### config.mk
export PLATFORM = sky130hd
export DESIGN_NAME = vgpa_queue
export DESIGN_NICKNAME = d
export VERILOG_FILES = /design/src/rtl/vgpa_queue.sv
export SDC_FILE = /design/constraint.sdc
export NUM_CORES = 1
export LEC_CHECK = 0
export BUFFER_PORTS_ARGS = -buffer_cell sky130_fd_sc_hd__buf_2
export CORE_UTILIZATION = 30
export CTS_BUF_LIST = sky130_fd_sc_hd__clkbuf_4
export DETAILED_ROUTE_END_ITERATION = 6
export GPL_TIMING_DRIVEN = 0
export PLACE_DENSITY = 0.47
export SYNTH_ARGS = -nofsm -noshare
export SYNTH_HDL_FRONTEND = slang
export SYNTH_SLANG_ARGS = --single-unit
### constraint.sdc
create_clock -name clk -period 2.75 [get_ports clk]
set_input_delay 0.275 -clock clk [delete_from_list [all_inputs] [get_ports clk]]
set_output_delay 0.275 -clock clk [all_outputs]
set_load 0.02 [all_outputs]
### src/rtl/vgpa_queue.sv
// ---------------------------------------------------------------------------
// vgpa_queue
// Short job queue between the classifying front and the compute back end.
// ---------------------------------------------------------------------------
module vgpa_queue #(
  parameter int DATA_W = 8,
  parameter int DEPTH  = 4
) (
  input  logic              clk,
  input  logic              rst_n,
  input  logic              push,
  input  logic [DATA_W-1:0] push_data,
  output logic              full,
  input  logic              pop,
  output logic              nonempty,
  output logic [DATA_W-1:0] head
);

  localparam int PW = (DEPTH > 1) ? $clog2(DEPTH) : 1;
  localparam int NW = $clog2(DEPTH + 1);

  logic [DATA_W-1:0] q_mem [DEPTH];
  logic [PW-1:0]     wr_ptr_r;
  logic [PW-1:0]     rd_ptr_r;
  logic [NW-1:0]     count_r;
  logic              do_push;
  logic              do_pop;

  assign full     = count_r == NW'(DEPTH);
  assign nonempty = count_r != '0;
  assign head     = q_mem[rd_ptr_r];
  assign do_push  = push && !full;
  assign do_pop   = pop && nonempty;

  always_ff @(posedge clk) begin
    if (do_push) begin
      q_mem[wr_ptr_r] <= push_data;
    end
  end

  always_ff @(posedge clk) begin
    if (!rst_n) begin
      wr_ptr_r <= '0;
      rd_ptr_r <= '0;
      count_r  <= '0;
    end else begin
      if (do_push) begin
        wr_ptr_r <= (wr_ptr_r == PW'(DEPTH - 1)) ? '0 : wr_ptr_r + PW'(1);
      end
      if (do_pop) begin
        rd_ptr_r <= (rd_ptr_r == PW'(DEPTH - 1)) ? '0 : rd_ptr_r + PW'(1);
      end
      if (do_push && !do_pop) begin
        count_r <= count_r + NW'(1);
      end else if (do_pop && !do_push) begin
        count_r <= count_r - NW'(1);
      end
    end
  end

  a_count_bound: assert property (@(posedge clk) disable iff (!rst_n)
    count_r <= NW'(DEPTH))
    else $error("queue count past depth");
  a_pop_drops: assert property (@(posedge clk) disable iff (!rst_n)
    do_pop && !do_push |=> count_r == $past(count_r) - NW'(1))
    else $error("queue count not reduced on pop");
  a_push_grows: assert property (@(posedge clk) disable iff (!rst_n)
    do_push && !do_pop |=> count_r == $past(count_r) + NW'(1))
    else $error("queue count not raised on push");

endmodule

# Yosys cells after proc, flatten, opt, wreduce, memory -nomap -nowiden
# Memories as Yosys holds them, arrays and structs flattened. A register that Yosys moved wholly into a read port is not among the register bits.
# Index checks and enable logic that the tools add are counted.
# totals
mem_bits_rw	32
mem_count	1
register_bits	7
elab_cells	28
in_bits	12
out_inout_bits	10
# classes
addsub	4
mux	8
reduce_logical	9
eq_ne	3
# mem_list
name	words	width	rd	rd_clocked_by_memory_dff	write_ports	line	text
q_mem	4	8	1	1	1	22	logic [DATA_W-1:0] q_mem [DEPTH];
# op_table
op	n
2-bit 2-to-1 mux	4
3-bit 2-to-1 mux	2
2-bit by 1-bit adder with 2-bit output, second input constant	2
2-bit equality test, second input constant	2
1-bit logical AND	4
3-bit by 1-bit adder with 3-bit output, second input constant	1
3-bit equality test, second input constant	1
1-bit logical NOT	3
3-bit nonzero test	1
3-bit by 1-bit subtractor with 3-bit output, second input constant	1
1-bit 2-to-1 mux	2
2-bit nonzero test	1

# Longest topological paths before layout
# logic_depth
depth_word	7
mapped_depth	9
ltp_nobuf	8

# Worst setup path before layout
# Ideal clock, no wire load.
# synth_path
path_kind	register to register
startpoint	register count_r[0]
endpoint	register count_r[2]
t_required_ns	2.674
setup_ns	0.076
path_buffers	0
slack_ns	0.661
stages_incl_launch_ff	8
arrival_time_ns	2.014
period_less_slack_ns	2.089
path_cell_list	dfxtp_1 -> o31ai_1 -> ha_1 -> inv_1 -> fa_1 -> xor2_1 -> or3_1 -> a21boi_0
# synth_between
elab_chain_len	6
elab_cells_between_ends	14
classes_between	add/sub (2); eq/ne (1); mux (2); reduce/logical (9)
# synth_lines
item	line	text
from (decl)	25	logic [NW-1:0] count_r;
from (signal assigned)	54	count_r <= count_r + NW'(1);
from (signal assigned)	56	count_r <= count_r - NW'(1);
branches (longest 6 deep; another with 3-bit by 1-bit subtractor with 3-bit output)	--	
# Parallel ways; which one is timed is not known. The select of a mux whose other input is x is not followed.
# A chain may end at the register's enable or synchronous reset.

# Final worst setup path
# Same ends and word-level chain as after synthesis.

==> results_dict.tcl <==
set metrics [dict create \
    status "finished clean" \
    yosysSeqAreaShare 0.699 \
    synth_flop_cell "edfxtp_1" \
    overflow 0 \
    hold_viol 0 \
    cts_setup_buffers 0 \
    clk_pin_slew_worst_paths_ps 120 \
    clock_sinks 41 \
    max_slew_margin 0.604 \
    port-buffer-count 21 \
    cts_max_level 2 \
    clock_path_buffers 2 \
    drc 0 \
    row_count 26 \
    place_area_mm2 0.00183 \
    core_area_mm2 0.00517 \
    synth.yosys.warnings 0 \
    synth_mux_area_frac 0.129 \
    clockRootBuffer "clkbuf_4" \
    start_util 0.316 \
    drv_cap 0 \
    grt_max_degree 13 \
    grt_usage 0.108 \
    hold_path_startpoint "push_data[1]" \
    synth_enable_flop_cells 32 \
    ant_nets 0 \
    wl_per_cell_um 13.7 \
    synth_xor_area_frac 0.0107 \
    fin_crit_ps 2320 \
    avgSynthCellArea_um2 17.6 \
    powerDensity_mw_per_mm2 884 \
    viasPerCell 4.40 \
    cts_tree "built" \
    grt_pass1_wl_um 4170 \
    finalSetupTns_ps 0 \
    finalSetupViolCount 0 \
    worst_ep_arrival_time_ps 2600 \
    final_common_cell "edfxtp_1" \
    syn_nets 112 \
    hold_path_class "in2reg" \
    antenna_found_initial 0 \
    critical_path.endpoint_type "flip-flop" \
    synth_top_family_by_area "multiplexers" \
    start_kind "flip-flop" \
    drt_pass1_iterations 2 \
    vdd_ir_drop_max_mv 0.257 \
    diodes 0 \
    timing.rr.start "count_r[0]$_SDFFE_PN0P_" \
    hpwlAfterDp_um 1810 \
    required_ps 3030 \
    fp.dieW_um 75.8 \
    synthAdderAreaFrac 0.0582 \
    rsz0062_at_grt "no" \
    slew_violations 0 \
    syn_to_final_growth_pct 16.6 \
    ys_ff_latch 41 \
    first_iter_violations 56 \
    syn_area_mm2 0.00163 \
    path_max_fanout 5 \
    gp_congestion 0.716 \
    synth_compound_area_frac 0.0184 \
    stdcell_count 192 \
    tightestPinTransition_ps 588 \
    routed-via-count 845 \
    hold_buffers 0 \
    synthCells 93 \
    dp.cells 184 \
    async_reset_ff_frac 0 \
    fp.dieArea_mm2 0.00574 \
    routed_wirelength_um 2630 \
    cellLeakagePower_nw 0.689 \
    critPathKind "reg2reg" \
    first_global_vias 855 \
    worstSetupStartpoint "count_r[0]$_SDFFE_PN0P_" \
    drive_above_1_share 0.328 \
    ios 22 \
    cts_resized 0 \
    fin_crit_sh 0.845 \
    insertion_delay_ps 340 \
    finalNetCount 140 \
    finClkSkew_ps 11.9 \
    final_cell_mix "32 x edfxtp_1, 23 x buf_2, 9 x dfxtp_1" \
    die_h_um 75.8 \
    timing.fmax_mhz 430 \
    cts_made_buffers 5 \
    synth_cell_types 23 \
    n_fill_cell 494 \
    fin_area_mm2 0.00190 \
    synth-simple-area-share 0.0674 \
]
[per-stage QoR]
step / hold slack (ps) / setup slack, ps / utilization / power (W)
3_5_place_dp: 491 / 370 / 0.353 / 0.00133
5_1_grt: 114 / 150 / 0.368 / 0.00179
6_report: 137 / 425 / 0.368 / 0.00168
2_1_floorplan: 374 / 661 / - / 0.00118
3_3_place_gp: 484 / 498 / 0.353 / 0.00131
4_1_cts: 131 / 372 / 0.368 / 0.00171
[report_power, final]
group / total (W) / switching (W) / internal (W)
Sequential: 0.000809 / 0.0000470 / 0.000762
Combinational: 0.000491 / 0.000271 / 0.000220
Clock: 0.000385 / 0.000185 / 0.000199
Total: 0.00168 / 0.000504 / 0.00118
[per-layer routing]
metal | vias up | track usage | wire length [um]
met1 | 414 | 0.113 | 1150
met4 | 0 | 0.0617 | 70
met3 | 7 | 0.0489 | 117
met5 | - | 0 | 0
met2 | 20 | 0.180 | 1290
li1 | 404 | - | -
[cells in the mapped netlist (2+ instances only)]
library cell	instances	share of area
mux2i_1	3	0.018
nor2b_1	2	0.0077
buf_2	2	0.0061
and2_1	5	0.019
o21ai_0	3	0.0092
dfxtp_1	9	0.11
nand2_1	6	0.014
mux4_2	8	0.11
ha_1	6	0.046
edfxtp_1	32	0.59
inv_1	3	0.0069
nor2_1	2	0.0046
nand3_1	2	0.0061
[registers in the layout, summed over array words and instances (netlist names), named ones only]
register / flops
q_mem: 32
wr_ptr_r: 2
rd_ptr_r: 2
count_r: 3
[cells by family (layout without fill, tap and decap cells)]
logic type      Yosys count  in the layout
buf+inv                   7             36
fa+ha+maj                 7              7
simple gates             20             20
mux                      11             11
xor+xnor                  2              2
flops                    41             41
compound gates            5              5
[critical path, cell delays in order, from the launching register on]
cell	delay (ps)
dfxtp_1	390
o31ai_1	550
ha_1	290
inv_1	60
fa_1	370
xor2_1	160
or3_1	290
a21boi_0	160
[area by class of cell]
class                           count  area (um2)  area share
Buffer                              4        17.5     0.00920
Clock inverter                      2        33.8      0.0177
Tap cell                           70        87.6      0.0460
Clock buffer                        6        45.0      0.0237
Timing Repair Buffer               21         105      0.0552
Inverter                            3        11.3     0.00591
Multi-Input combinational cell     45         463       0.243
Sequential cell                    41        1140       0.599
[path summary, 6_finish.rpt]
check / slack [ps] / depth (start not counted) / to
worst max-delay path: 430 / 7 / count_r[2]$_SDFFE_PN0P_
worst min-delay path: 140 / 1 / q_mem[1][1]$_DFFE_PP_
worst max register to register: 430 / 7 / count_r[2]$_SDFFE_PN0P_
worst min register to register: 500 / 2 / wr_ptr_r[1]$_SDFFE_PN0P_
Power figures use the tool's default switching activity.
