--- config.mk ---
export PLATFORM = sky130hd
export DESIGN_NAME = vgpa_front
export DESIGN_NICKNAME = d
export VERILOG_FILES = /design/src/rtl/vgpa_pkg.sv /design/src/rtl/vgpa_front.sv
export SDC_FILE = /design/constraint.sdc
export NUM_CORES = 1
export LEC_CHECK = 0
export BUFFER_PORTS_ARGS = -buffer_cell sky130_fd_sc_hd__clkbuf_2
export CAP_MARGIN = 20
export CORE_ASPECT_RATIO = 0.9
export CORE_MARGIN = 4
export CORE_UTILIZATION = 30
export DETAILED_ROUTE_END_ITERATION = 12
export HOLD_SLACK_MARGIN = 0.15
export RECOVER_POWER = 50
export SLEW_MARGIN = 30
export SYNTH_ARGS = -nofsm -noshare
export SYNTH_HDL_FRONTEND = slang
export SYNTH_SLANG_ARGS = --single-unit
--- constraint.sdc ---
create_clock -name clk -period 10.33 [get_ports clk]
set_clock_uncertainty 0.1 [all_clocks]
set_input_delay 1.5495 -clock clk [delete_from_list [all_inputs] [get_ports clk]]
set_output_delay 1.5495 -clock clk [all_outputs]
set_load 0.02 [all_outputs]
--- src/rtl/vgpa_pkg.sv ---
// ---------------------------------------------------------------------------
// vgpa_pkg
// Shared types and constants of the padding-aware volume gradient block.
// ---------------------------------------------------------------------------
package vgpa_pkg;

  localparam int VAL_W  = 16;  // voxel sample
  localparam int INV_W  = 24;  // reciprocal spacing, unsigned Q8.16
  localparam int RES_W  = 48;  // result fields
  localparam int CFG_W  = 24;  // widest register
  localparam int DIFF_W = 17;  // difference of two samples
  localparam int PROD_W = 41;  // difference times reciprocal spacing
  localparam int ABS_W  = 40;  // magnitude of one gradient component
  localparam int HALF_W = 20;  // partial product operand
  localparam int SUM_W  = 82;  // sum of three squares
  localparam int ROOT_W = 41;  // floor square root of the sum
  localparam int REM_W  = 44;  // square root remainder

  typedef enum logic [2:0] {
    REG_WIDTH   = 3'd0,
    REG_HEIGHT  = 3'd1,
    REG_DEPTH   = 3'd2,
    REG_PADDING = 3'd3,
    REG_INV_X   = 3'd4,
    REG_INV_Y   = 3'd5,
    REG_INV_Z   = 3'd6,
    REG_MODE    = 3'd7
  } reg_idx_t;

  localparam logic [2:0] MODE_X   = 3'd0;
  localparam logic [2:0] MODE_Y   = 3'd1;
  localparam logic [2:0] MODE_Z   = 3'd2;
  localparam logic [2:0] MODE_MAG = 3'd3;
  localparam logic [2:0] MODE_VEC = 3'd4;

  localparam logic OP_VOXEL = 1'b0;
  localparam logic OP_DRAIN = 1'b1;

  // Classification of one queued job
  typedef struct packed {
    logic emit;   // a result is due
    logic wr;     // the voxel is stored
    logic xl;
    logic xh;
    logic yl;
    logic yh;
    logic zl;
    logic zh;     // upper z neighbour is the incoming voxel
    logic last;
    logic epar;   // slice parity of the result voxel
    logic wpar;   // slice parity of the stored voxel
  } job_ctl_t;

endpackage

--- src/rtl/vgpa_front.sv ---
// ---------------------------------------------------------------------------
// vgpa_front
// Accepts voxel and drain transactions and keeps the raster counters. Turns
// voxels (volume open) and drains (volume complete) into store/compute jobs.
// ---------------------------------------------------------------------------
module vgpa_front
  import vgpa_pkg::*;
#(
  parameter int MAX_WIDTH  = 256,
  parameter int MAX_HEIGHT = 256,
  parameter int MAX_DEPTH  = 1024,
  parameter int XW         = 8,
  parameter int YW         = 8
) (
  input  logic              clk,
  input  logic              rst_n,
  input  logic              in_push,
  input  logic              in_opcode,
  input  logic [VAL_W-1:0]  in_voxel_value,
  output logic              in_full,
  input  logic [8:0]        width_count,
  input  logic [8:0]        height_count,
  input  logic [10:0]       depth_count,
  input  logic              q_full,
  output logic              q_push,
  output job_ctl_t          job_ctl,
  output logic [XW-1:0]     job_x,
  output logic [YW-1:0]     job_y,
  output logic [VAL_W-1:0]  job_value
);

  localparam int CW  = $clog2(MAX_WIDTH + 1);
  localparam int RW  = $clog2(MAX_HEIGHT + 1);
  localparam int ZW  = (MAX_DEPTH > 1) ? $clog2(MAX_DEPTH) : 1;
  localparam int ZCW = $clog2(MAX_DEPTH + 1);
  localparam int PW  = ZCW + YW + XW;

  logic [XW-1:0]  in_col_r, out_col_r, ex;
  logic [YW-1:0]  in_row_r, out_row_r, ey;
  logic [ZW-1:0]  in_slice_r, out_slice_r, ez;
  logic           complete_r;
  logic [CW-1:0]  w_eff;
  logic [RW-1:0]  h_eff;
  logic [ZCW-1:0] d_eff;
  logic           is_voxel;
  logic           accept;
  logic           emit;
  logic           last;
  logic [PW-1:0]  adv_in;
  logic [PW-1:0]  adv_em;
  logic [ZCW-1:0] adv_in_s, adv_em_s;

  function automatic logic [PW-1:0] advance_pos(input logic [XW-1:0] c,
                                                input logic [YW-1:0] r,
                                                input logic [ZW-1:0] s,
                                                input logic [CW-1:0] w,
                                                input logic [RW-1:0] h);
    logic [CW-1:0]  c1;
    logic [RW-1:0]  r1;
    logic [ZCW-1:0] s1;
    c1 = CW'(c) + CW'(1);
    r1 = RW'(r);
    s1 = ZCW'(s);
    if (c1 >= w) begin
      c1 = '0;
      r1 = RW'(r) + RW'(1);
      if (r1 >= h) begin
        r1 = '0;
        s1 = ZCW'(s) + ZCW'(1);
      end
    end
    return {s1, r1[YW-1:0], c1[XW-1:0]};
  endfunction

  // Dimensions clamped to 1..MAX
  always_comb begin
    if (width_count == '0) begin
      w_eff = CW'(1);
    end else if (32'(width_count) > 32'(MAX_WIDTH)) begin
      w_eff = CW'(MAX_WIDTH);
    end else begin
      w_eff = CW'(width_count);
    end
    if (height_count == '0) begin
      h_eff = RW'(1);
    end else if (32'(height_count) > 32'(MAX_HEIGHT)) begin
      h_eff = RW'(MAX_HEIGHT);
    end else begin
      h_eff = RW'(height_count);
    end
    if (depth_count == '0) begin
      d_eff = ZCW'(1);
    end else if (32'(depth_count) > 32'(MAX_DEPTH)) begin
      d_eff = ZCW'(MAX_DEPTH);
    end else begin
      d_eff = ZCW'(depth_count);
    end
  end

  always_comb begin
    is_voxel = in_opcode == OP_VOXEL;
    accept   = in_push && !q_full;
    if (is_voxel) begin
      ex   = in_col_r;
      ey   = in_row_r;
      ez   = in_slice_r - ZW'(1);
      emit = !complete_r && (in_slice_r != '0);
    end else begin
      ex   = out_col_r;
      ey   = out_row_r;
      ez   = out_slice_r;
      emit = complete_r;
    end
    last = (CW'(ex) + CW'(1) >= w_eff) && (RW'(ey) + RW'(1) >= h_eff) &&
           (ZCW'(ez) + ZCW'(1) >= d_eff);
    adv_in   = advance_pos(in_col_r, in_row_r, in_slice_r, w_eff, h_eff);
    adv_em   = advance_pos(ex, ey, ez, w_eff, h_eff);
    adv_in_s = adv_in[PW-1 -: ZCW];
    adv_em_s = adv_em[PW-1 -: ZCW];

    job_ctl.emit = emit;
    job_ctl.wr   = is_voxel;
    job_ctl.xl   = ex != '0;
    job_ctl.xh   = CW'(ex) + CW'(1) < w_eff;
    job_ctl.yl   = ey != '0;
    job_ctl.yh   = RW'(ey) + RW'(1) < h_eff;
    job_ctl.zl   = ez != '0;
    job_ctl.zh   = is_voxel;
    job_ctl.last = last;
    job_ctl.epar = ez[0];
    job_ctl.wpar = in_slice_r[0];
  end

  assign job_x     = ex;
  assign job_y     = ey;
  assign job_value = in_voxel_value;
  assign in_full   = q_full;
  assign q_push    = accept && (is_voxel ? !complete_r : complete_r);

  always_ff @(posedge clk) begin
    if (!rst_n) begin
      in_col_r    <= '0;
      in_row_r    <= '0;
      in_slice_r  <= '0;
      out_col_r   <= '0;
      out_row_r   <= '0;
      out_slice_r <= '0;
      complete_r  <= 1'b0;
    end else if (q_push) begin
      if (emit && (!is_voxel && (last || adv_em_s >= d_eff))) begin
        out_col_r   <= '0;
        out_row_r   <= '0;
        out_slice_r <= '0;
        complete_r  <= 1'b0;
      end else if (emit) begin
        out_col_r   <= adv_em[XW-1:0];
        out_row_r   <= adv_em[XW +: YW];
        out_slice_r <= adv_em_s[ZW-1:0];
      end
      if (is_voxel) begin
        if (adv_in_s >= d_eff) begin
          in_col_r   <= '0;
          in_row_r   <= '0;
          in_slice_r <= '0;
          complete_r <= 1'b1;
        end else begin
          in_col_r   <= adv_in[XW-1:0];
          in_row_r   <= adv_in[XW +: YW];
          in_slice_r <= adv_in_s[ZW-1:0];
        end
      end
    end
  end

  a_drain_needs_volume: assert property (@(posedge clk) disable iff (!rst_n)
    q_push && !is_voxel |-> complete_r)
    else $error("drain job queued while volume still arriving");
  a_voxel_open: assert property (@(posedge clk) disable iff (!rst_n)
    q_push && is_voxel |-> !complete_r)
    else $error("voxel job queued after volume complete");
  a_first_slice_silent: assert property (@(posedge clk) disable iff (!rst_n)
    q_push && is_voxel && in_slice_r == '0 |-> !job_ctl.emit)
    else $error("result due on first slice");

endmodule

Yosys cells after proc, flatten, opt, wreduce, memory -nomap -nowiden
Index checks and enable logic that the tools add are counted.
- register bits: 53
- latch bits: 0
- bits in writable memories: 0
- bits in read-only memories: 0
- bits of input ports: 50
- output and inout port bits: 45
- memories kept: 0
- add/sub/neg operators: 7
- $mul: 0
- div/mod/pow operators: 0
- $lt $le $gt $ge: 12
- equality and inequality tests: 0
- shift operators: 0
- mux-type cells: 33
- bitwise operators: 1
- reductions and logical operators: 22
- operators with widths (cell ; count):
    $mux 8 ; 14
    $mux 11 ; 6
    $mux 10 ; 4
    $add 8x1->9 const B ; 4
    $ge 9x9->1 ; 4
    $mux 9 ; 4
    $ge 11x11->1 ; 3
    $add 10x1->11 const B ; 2
    $reduce_bool 10->1 ; 2
    $gt 9x9->1 const B ; 2
    $logic_not 9->1 ; 2
    $lt 9x9->1 ; 2
    $reduce_bool 8->1 ; 2
    $gt 11x11->1 const B ; 1
    $logic_not 11->1 ; 1
    $sub 10x1->10 const B ; 1
    $logic_and 1x1->1 ; 7
    $mux 1 ; 5
    $reduce_and 2->1 ; 2
    $reduce_bool 2->1 ; 2
    $reduce_and 3->1 ; 1
    $logic_not 1->1 ; 2
    $logic_or 1x1->1 ; 1
    $not 1->1 ; 1

Longest topological paths before layout
- depth after elaboration: 13
- depth in mapped cells: 23
- depth with buffers taken out: 21

Worst setup path before layout
OpenSTA, ideal clock, no wires.
- path kind: input to register
- start: input port in_opcode
- end: register out_slice_r[1]
- data arrival time: 6180 ps
- data required time: 10113 ps
- slack: 3934 ps
- cell stages on the path: 22
- cells stage by stage: buf_2 -> buf_4 -> mux2i_1 -> inv_1 -> ha_1 -> nand3_1 -> or3_1 -> xnor2_1 -> ha_1 -> o21a_1 -> nor2_1 -> a311oi_1 -> a2bb2oi_2 -> nand4_2 -> xnor2_2 -> ha_1 -> and3_1 -> nand3_1 -> a311o_1 -> o211ai_1 -> nor2_1 -> a22o_1
- word-level cells in the longest chain between the ends: 11
- RTL lines (element ; RTL line ; RTL):
    from (decl) ; vgpa_front.sv:18 ; input logic in_opcode,
    $mux 8 (*) ; vgpa_front.sv:103 ; if (is_voxel) begin
    via job_y[0] ; vgpa_front.sv:28 ; output logic [YW-1:0] job_y,
    $add 8x1->9 (*) ; vgpa_front.sv:66, vgpa_front.sv:114 ;
    $ge 9x9->1 (*) ; vgpa_front.sv:67, vgpa_front.sv:114 ;
    $mux 11 ; vgpa_front.sv:67 ; if (r1 >= h) begin
    $mux 11 ; vgpa_front.sv:64 ; if (c1 >= w) begin
    $ge 11x11->1 ; vgpa_front.sv:150 ; if (emit && (!is_voxel && (last || adv_em_s >= d_eff))) begin
    $logic_or 1x1->1 ; vgpa_front.sv:150 ;
    $logic_and 1x1->1 (2 in a row) ; vgpa_front.sv:150 ;
    $reduce_bool 2->1 (no line) ; - ;
    $reduce_and 2->1 (no line) ; - ;
    to (signal assigned) ; vgpa_front.sv:158 ; out_slice_r <= adv_em_s[ZW-1:0];
    to (decl) ; vgpa_front.sv:40 ; logic [ZW-1:0] in_slice_r, out_slice_r, ez;
Mark *: on every way through the listed nets, which the timed path passes. The rest lies on a longest branch. The select of a mux whose other input is x is not followed.
A chain may end at the register's enable or synchronous reset.

Worst setup path in the final report
- start: input port in_opcode
- end: register out_slice_r[9]
- word-level cells in the longest chain between the ends: 11
- RTL lines (element ; RTL line):
    $mux 8 ; vgpa_front.sv:103
    $add 8x1->9 ; vgpa_front.sv:66, vgpa_front.sv:114
    $ge 9x9->1 ; vgpa_front.sv:67, vgpa_front.sv:114
    $mux 11 ; vgpa_front.sv:67
    $mux 11 ; vgpa_front.sv:64
    $ge 11x11->1 ; vgpa_front.sv:150
    $logic_or 1x1->1 ; vgpa_front.sv:150
    $logic_and 1x1->1 (2 in a row) ; vgpa_front.sv:150
    $reduce_bool 2->1 (no line) ; -
    $reduce_and 2->1 (no line) ; -
Parallel ways exist; a longest one is shown, timed or not. The select of a mux whose other input is x is not followed.

==> impl_metrics.py <==
metrics = {
    "critical_path": {
        "crit_required_ns": 10.47,
        "r2r_slack_ns": 3.90,
        "worstPathMaxFanout": 26,
        "regToRegStartpoint": "in_row_r[0]",
        "critical_path_class": "in -> reg",
        "critPathArrivalTime_ns": 8.17,
        "slowest_stage": "clkbuf_1",
        "max_stage_delay_ns": 1.17,
        "path_cells": "clkbuf_1 -> mux2i_1 -> inv_1 -> ha_1 -> nand3_1 -> or3_1 -> xnor2_1 -> ha_1 -> o21a_1 -> nor2_1 -> a311oi_1 -> a2bb2oi_2 -> nand2_1 -> xor2_1 -> ha_1 -> a21oi_1 -> o21ai_0 -> nand2_1 -> a311o_1 -> o211ai_1 -> nor2_1 -> a22o_1",
        "reg2reg_depth": 22,
        "crit_top_cell": "ha_1",
        "regToRegEndpoint": "in_row_r[7]",
        "end_kind": "register",
        "start_kind": "primary input",
    },
    "finish": {
        "layout.nets": 854,
        "diodes": 0,
        "design_area_um2": 6050,
        "area_growth_pct": 9.17,
        "mostFrequentLayoutCells": "nand2_1 (81), ha_1 (79), nor2_1 (55)",
        "layout_commonest_cell": "nand2_1",
        "layoutNonFillerInstCount": 966,
        "drive_gt1_share_pct": 9.23,
    },
    "route": {
        "drc": 0,
        "postRouteWirelength_um": 15900,
        "first_iter_violations": 400,
        "drt-pass1-iter-count": 5,
        "vias_per_cell": 5.27,
        "drt-wirelength-per-cell_um": 16.5,
        "vias": 5090,
        "detail-route-antenna-nets": 0,
    },
    "placed_design": {
        "place.gp.congestion": 0.919,
        "io_buffers": 62,
        "post-place-cells": 958,
        "dp_hpwl_um": 12700,
        "place_area_um2": 5910,
        "post-place-ws_ns": 2.79,
    },
    "global_routing": {
        "antenna_found_initial": 0,
        "grt_max_degree": 27,
        "grt_usage_pct": 15.6,
        "grt_pass1_wl_um": 25900,
        "first_global_vias": 4827,
        "grt_overflow": 0,
    },
    "clock_tree": {
        "cts_hold_buf": 0,
        "cts_tree": "yes",
        "clk_latency_ns": 0.31,
        "cts_setup_buffers": 0,
        "clk_pin_slew_ns": 0.08,
        "clock_sinks": 53,
        "cts_made_buffers": 5,
        "root_buffer": "clkbuf_16",
        "clock_path_buffers": 2,
        "cts-htree-levels": 2,
        "cts_resized": 0,
    },
    "worst_hold_path": {
        "hp-class": "reg -> reg",
        "whs_path_depth": 2,
        "hold_end": "out_col_r[0]",
        "holdCritStartpoint": "out_col_r[0]",
    },
    "timing": {
        "fin_crit_sh_pct": 77.7,
        "fin_ws_ns": 2.31,
        "rsz0062_at_grt": "no",
        "setup_violations": 0,
        "max_freq_ghz": 0.125,
        "tightest_slew_ns": 1.67,
        "maxSlewViolCount": 27,
        "finalHoldViolations": 0,
        "relSlewSlack_pct": -11.2,
        "setup_tns_ns": 0,
        "fin_crit_ns": 8.02,
    },
    "floorplan": {
        "core_um2": 17900,
        "dieArea_um2": 20700,
        "rows": 46,
        "start_util_pct": 30.9,
        "die_y_um": 137,
        "die_w_um": 151,
        "ios": 95,
    },
    "yosys": {
        "synth.cell_area_um2": 5540,
        "synth_area_leader_cell": "dfxtp_1",
        "synth_ff_type": "dfxtp_1",
        "synth_seq_area_share_pct": 19.2,
        "ys_types": 67,
        "synth_area_per_cell_um2": 7.96,
        "yosysTopAreaCellShare_pct": 19.2,
        "synth_edf_count": 0,
        "yosysWarnings": 0,
        "synth-async-reset-ratio_pct": 0,
        "synth-seq-cells": 53,
        "syn_nets": 825,
        "synthCells": 696,
        "synth_area_leaders": "dfxtp_1 (19%), ha_1 (18%), xnor2_1 (7.3%)",
    },
    "pwr": {
        "leakage_nw": 2.65,
        "power_density_nw_per_um2": 83.6,
        "max-vdd-ir-drop_v": 0.0000643,
        "power_mw": 0.505,
    },
    "job": {
        "maxCapViolations": 1,
    },
    "outcome": {
        "violations": "max-capacitance violations, max-slew violations",
        "outcome": "finished with violations",
    },
}
## logic make-up after synthesis
| kind of cell | count (synthesis) | synth area share [%] |
|---|---|---|
| adder cells (fa/ha/maj) | 79 | 17.8 |
| multiplexers | 17 | 3.21 |
| XOR/XNOR | 67 | 10.7 |
| AO/OA/AOI/OAI | 145 | 19.0 |
| flip-flops | 53 | 19.2 |
| buffers and inverters | 77 | 7.14 |
| AND/OR/NAND/NOR | 258 | 22.9 |
## metrics by stage
| stage | hold slack (ns) | utilization (%) |
|---|---|---|
| after CTS | 0.376 | 34.0 |
| after floorplan | 0.325 | - |
| after global placement | 0.357 | 33.0 |
| after detailed placement | 0.352 | 33.0 |
| final | 0.381 | 33.8 |
| after global routing | 0.393 | 33.8 |
## synth_stat cells (all sizes together), types with 4 or more instances
| library cell | count |
|---|---|
| buf | 33 |
| nand4 | 13 |
| a21oi | 29 |
| xor2 | 20 |
| nand2 | 81 |
| o211ai | 4 |
| or3 | 10 |
| dfxtp | 53 |
| or2 | 4 |
| o21ai | 24 |
| xnor2 | 47 |
| a22o | 25 |
| and2 | 8 |
| a31oi | 9 |
| nor2b | 8 |
| mux2 | 6 |
| nor4 | 9 |
| o21a | 4 |
| o2111ai | 4 |
| o31ai | 11 |
| nor3 | 15 |
| o31a | 4 |
| clkbuf | 11 |
| nor2 | 55 |
| nand3 | 26 |
| inv | 30 |
| ha | 79 |
| a32oi | 6 |
| nand2b | 10 |
| mux2i | 11 |
| and3 | 8 |
## where the power goes
part           switching [mW]  internal, mW  total [mW]  leakage [nW]
clock                  0.0880         0.117       0.205        0.0859
combinational          0.0604        0.0346      0.0950          2.13
sequential           0.000977         0.205       0.206         0.427
## critical path, delay by kind of cell
kind / cells / cell delay (ns)
buf+inv: 2 / 1.34
compound gates: 8 / 2.07
fa+ha+maj: 3 / 0.81
mux: 1 / 0.40
simple gates: 6 / 1.64
xor+xnor: 2 / 0.36
## worst max-delay path by stage
stage,from,cells past startpoint,end
5_1_grt,in_opcode,22,out_slice_r[2]
3_3_place_gp,in_opcode,22,out_slice_r[8]
3_5_place_dp,in_opcode,22,out_slice_r[1]
6_report,in_opcode,22,out_slice_r[9]
4_1_cts,in_opcode,22,out_slice_r[9]
2_1_floorplan,in_opcode,22,out_slice_r[1]
## state kept, by name (all words and copies together) (netlist names)
signal,count
in_slice_r,10
out_slice_r,10
in_col_r,8
in_row_r,8
out_col_r,8
out_row_r,8
complete_r,1
## final cells by class
cell class                      instances  area (um^2)
Fill cell                            1902        11900
Multi-Input combinational cell        566         4080
Sequential cell                        53         1060
Timing Repair Buffer                   66          304
Tap cell                              240          300
Clock buffer                            5          125
Inverter                               33          124
Clock inverter                          3         50.0
## metal layers
| metal | track usage, % | vias to the layer above | wire length [um] |
|---|---|---|---|
| met1 | 23.6 | 2374 | 8280 |
| met3 | 2.95 | 16 | 955 |
| li1 | - | 2556 | - |
| met4 | 3.27 | 0 | 189 |
| met2 | 22.8 | 144 | 6500 |
| met5 | 0 | - | 0 |
(Power assumes the default switching activity.)
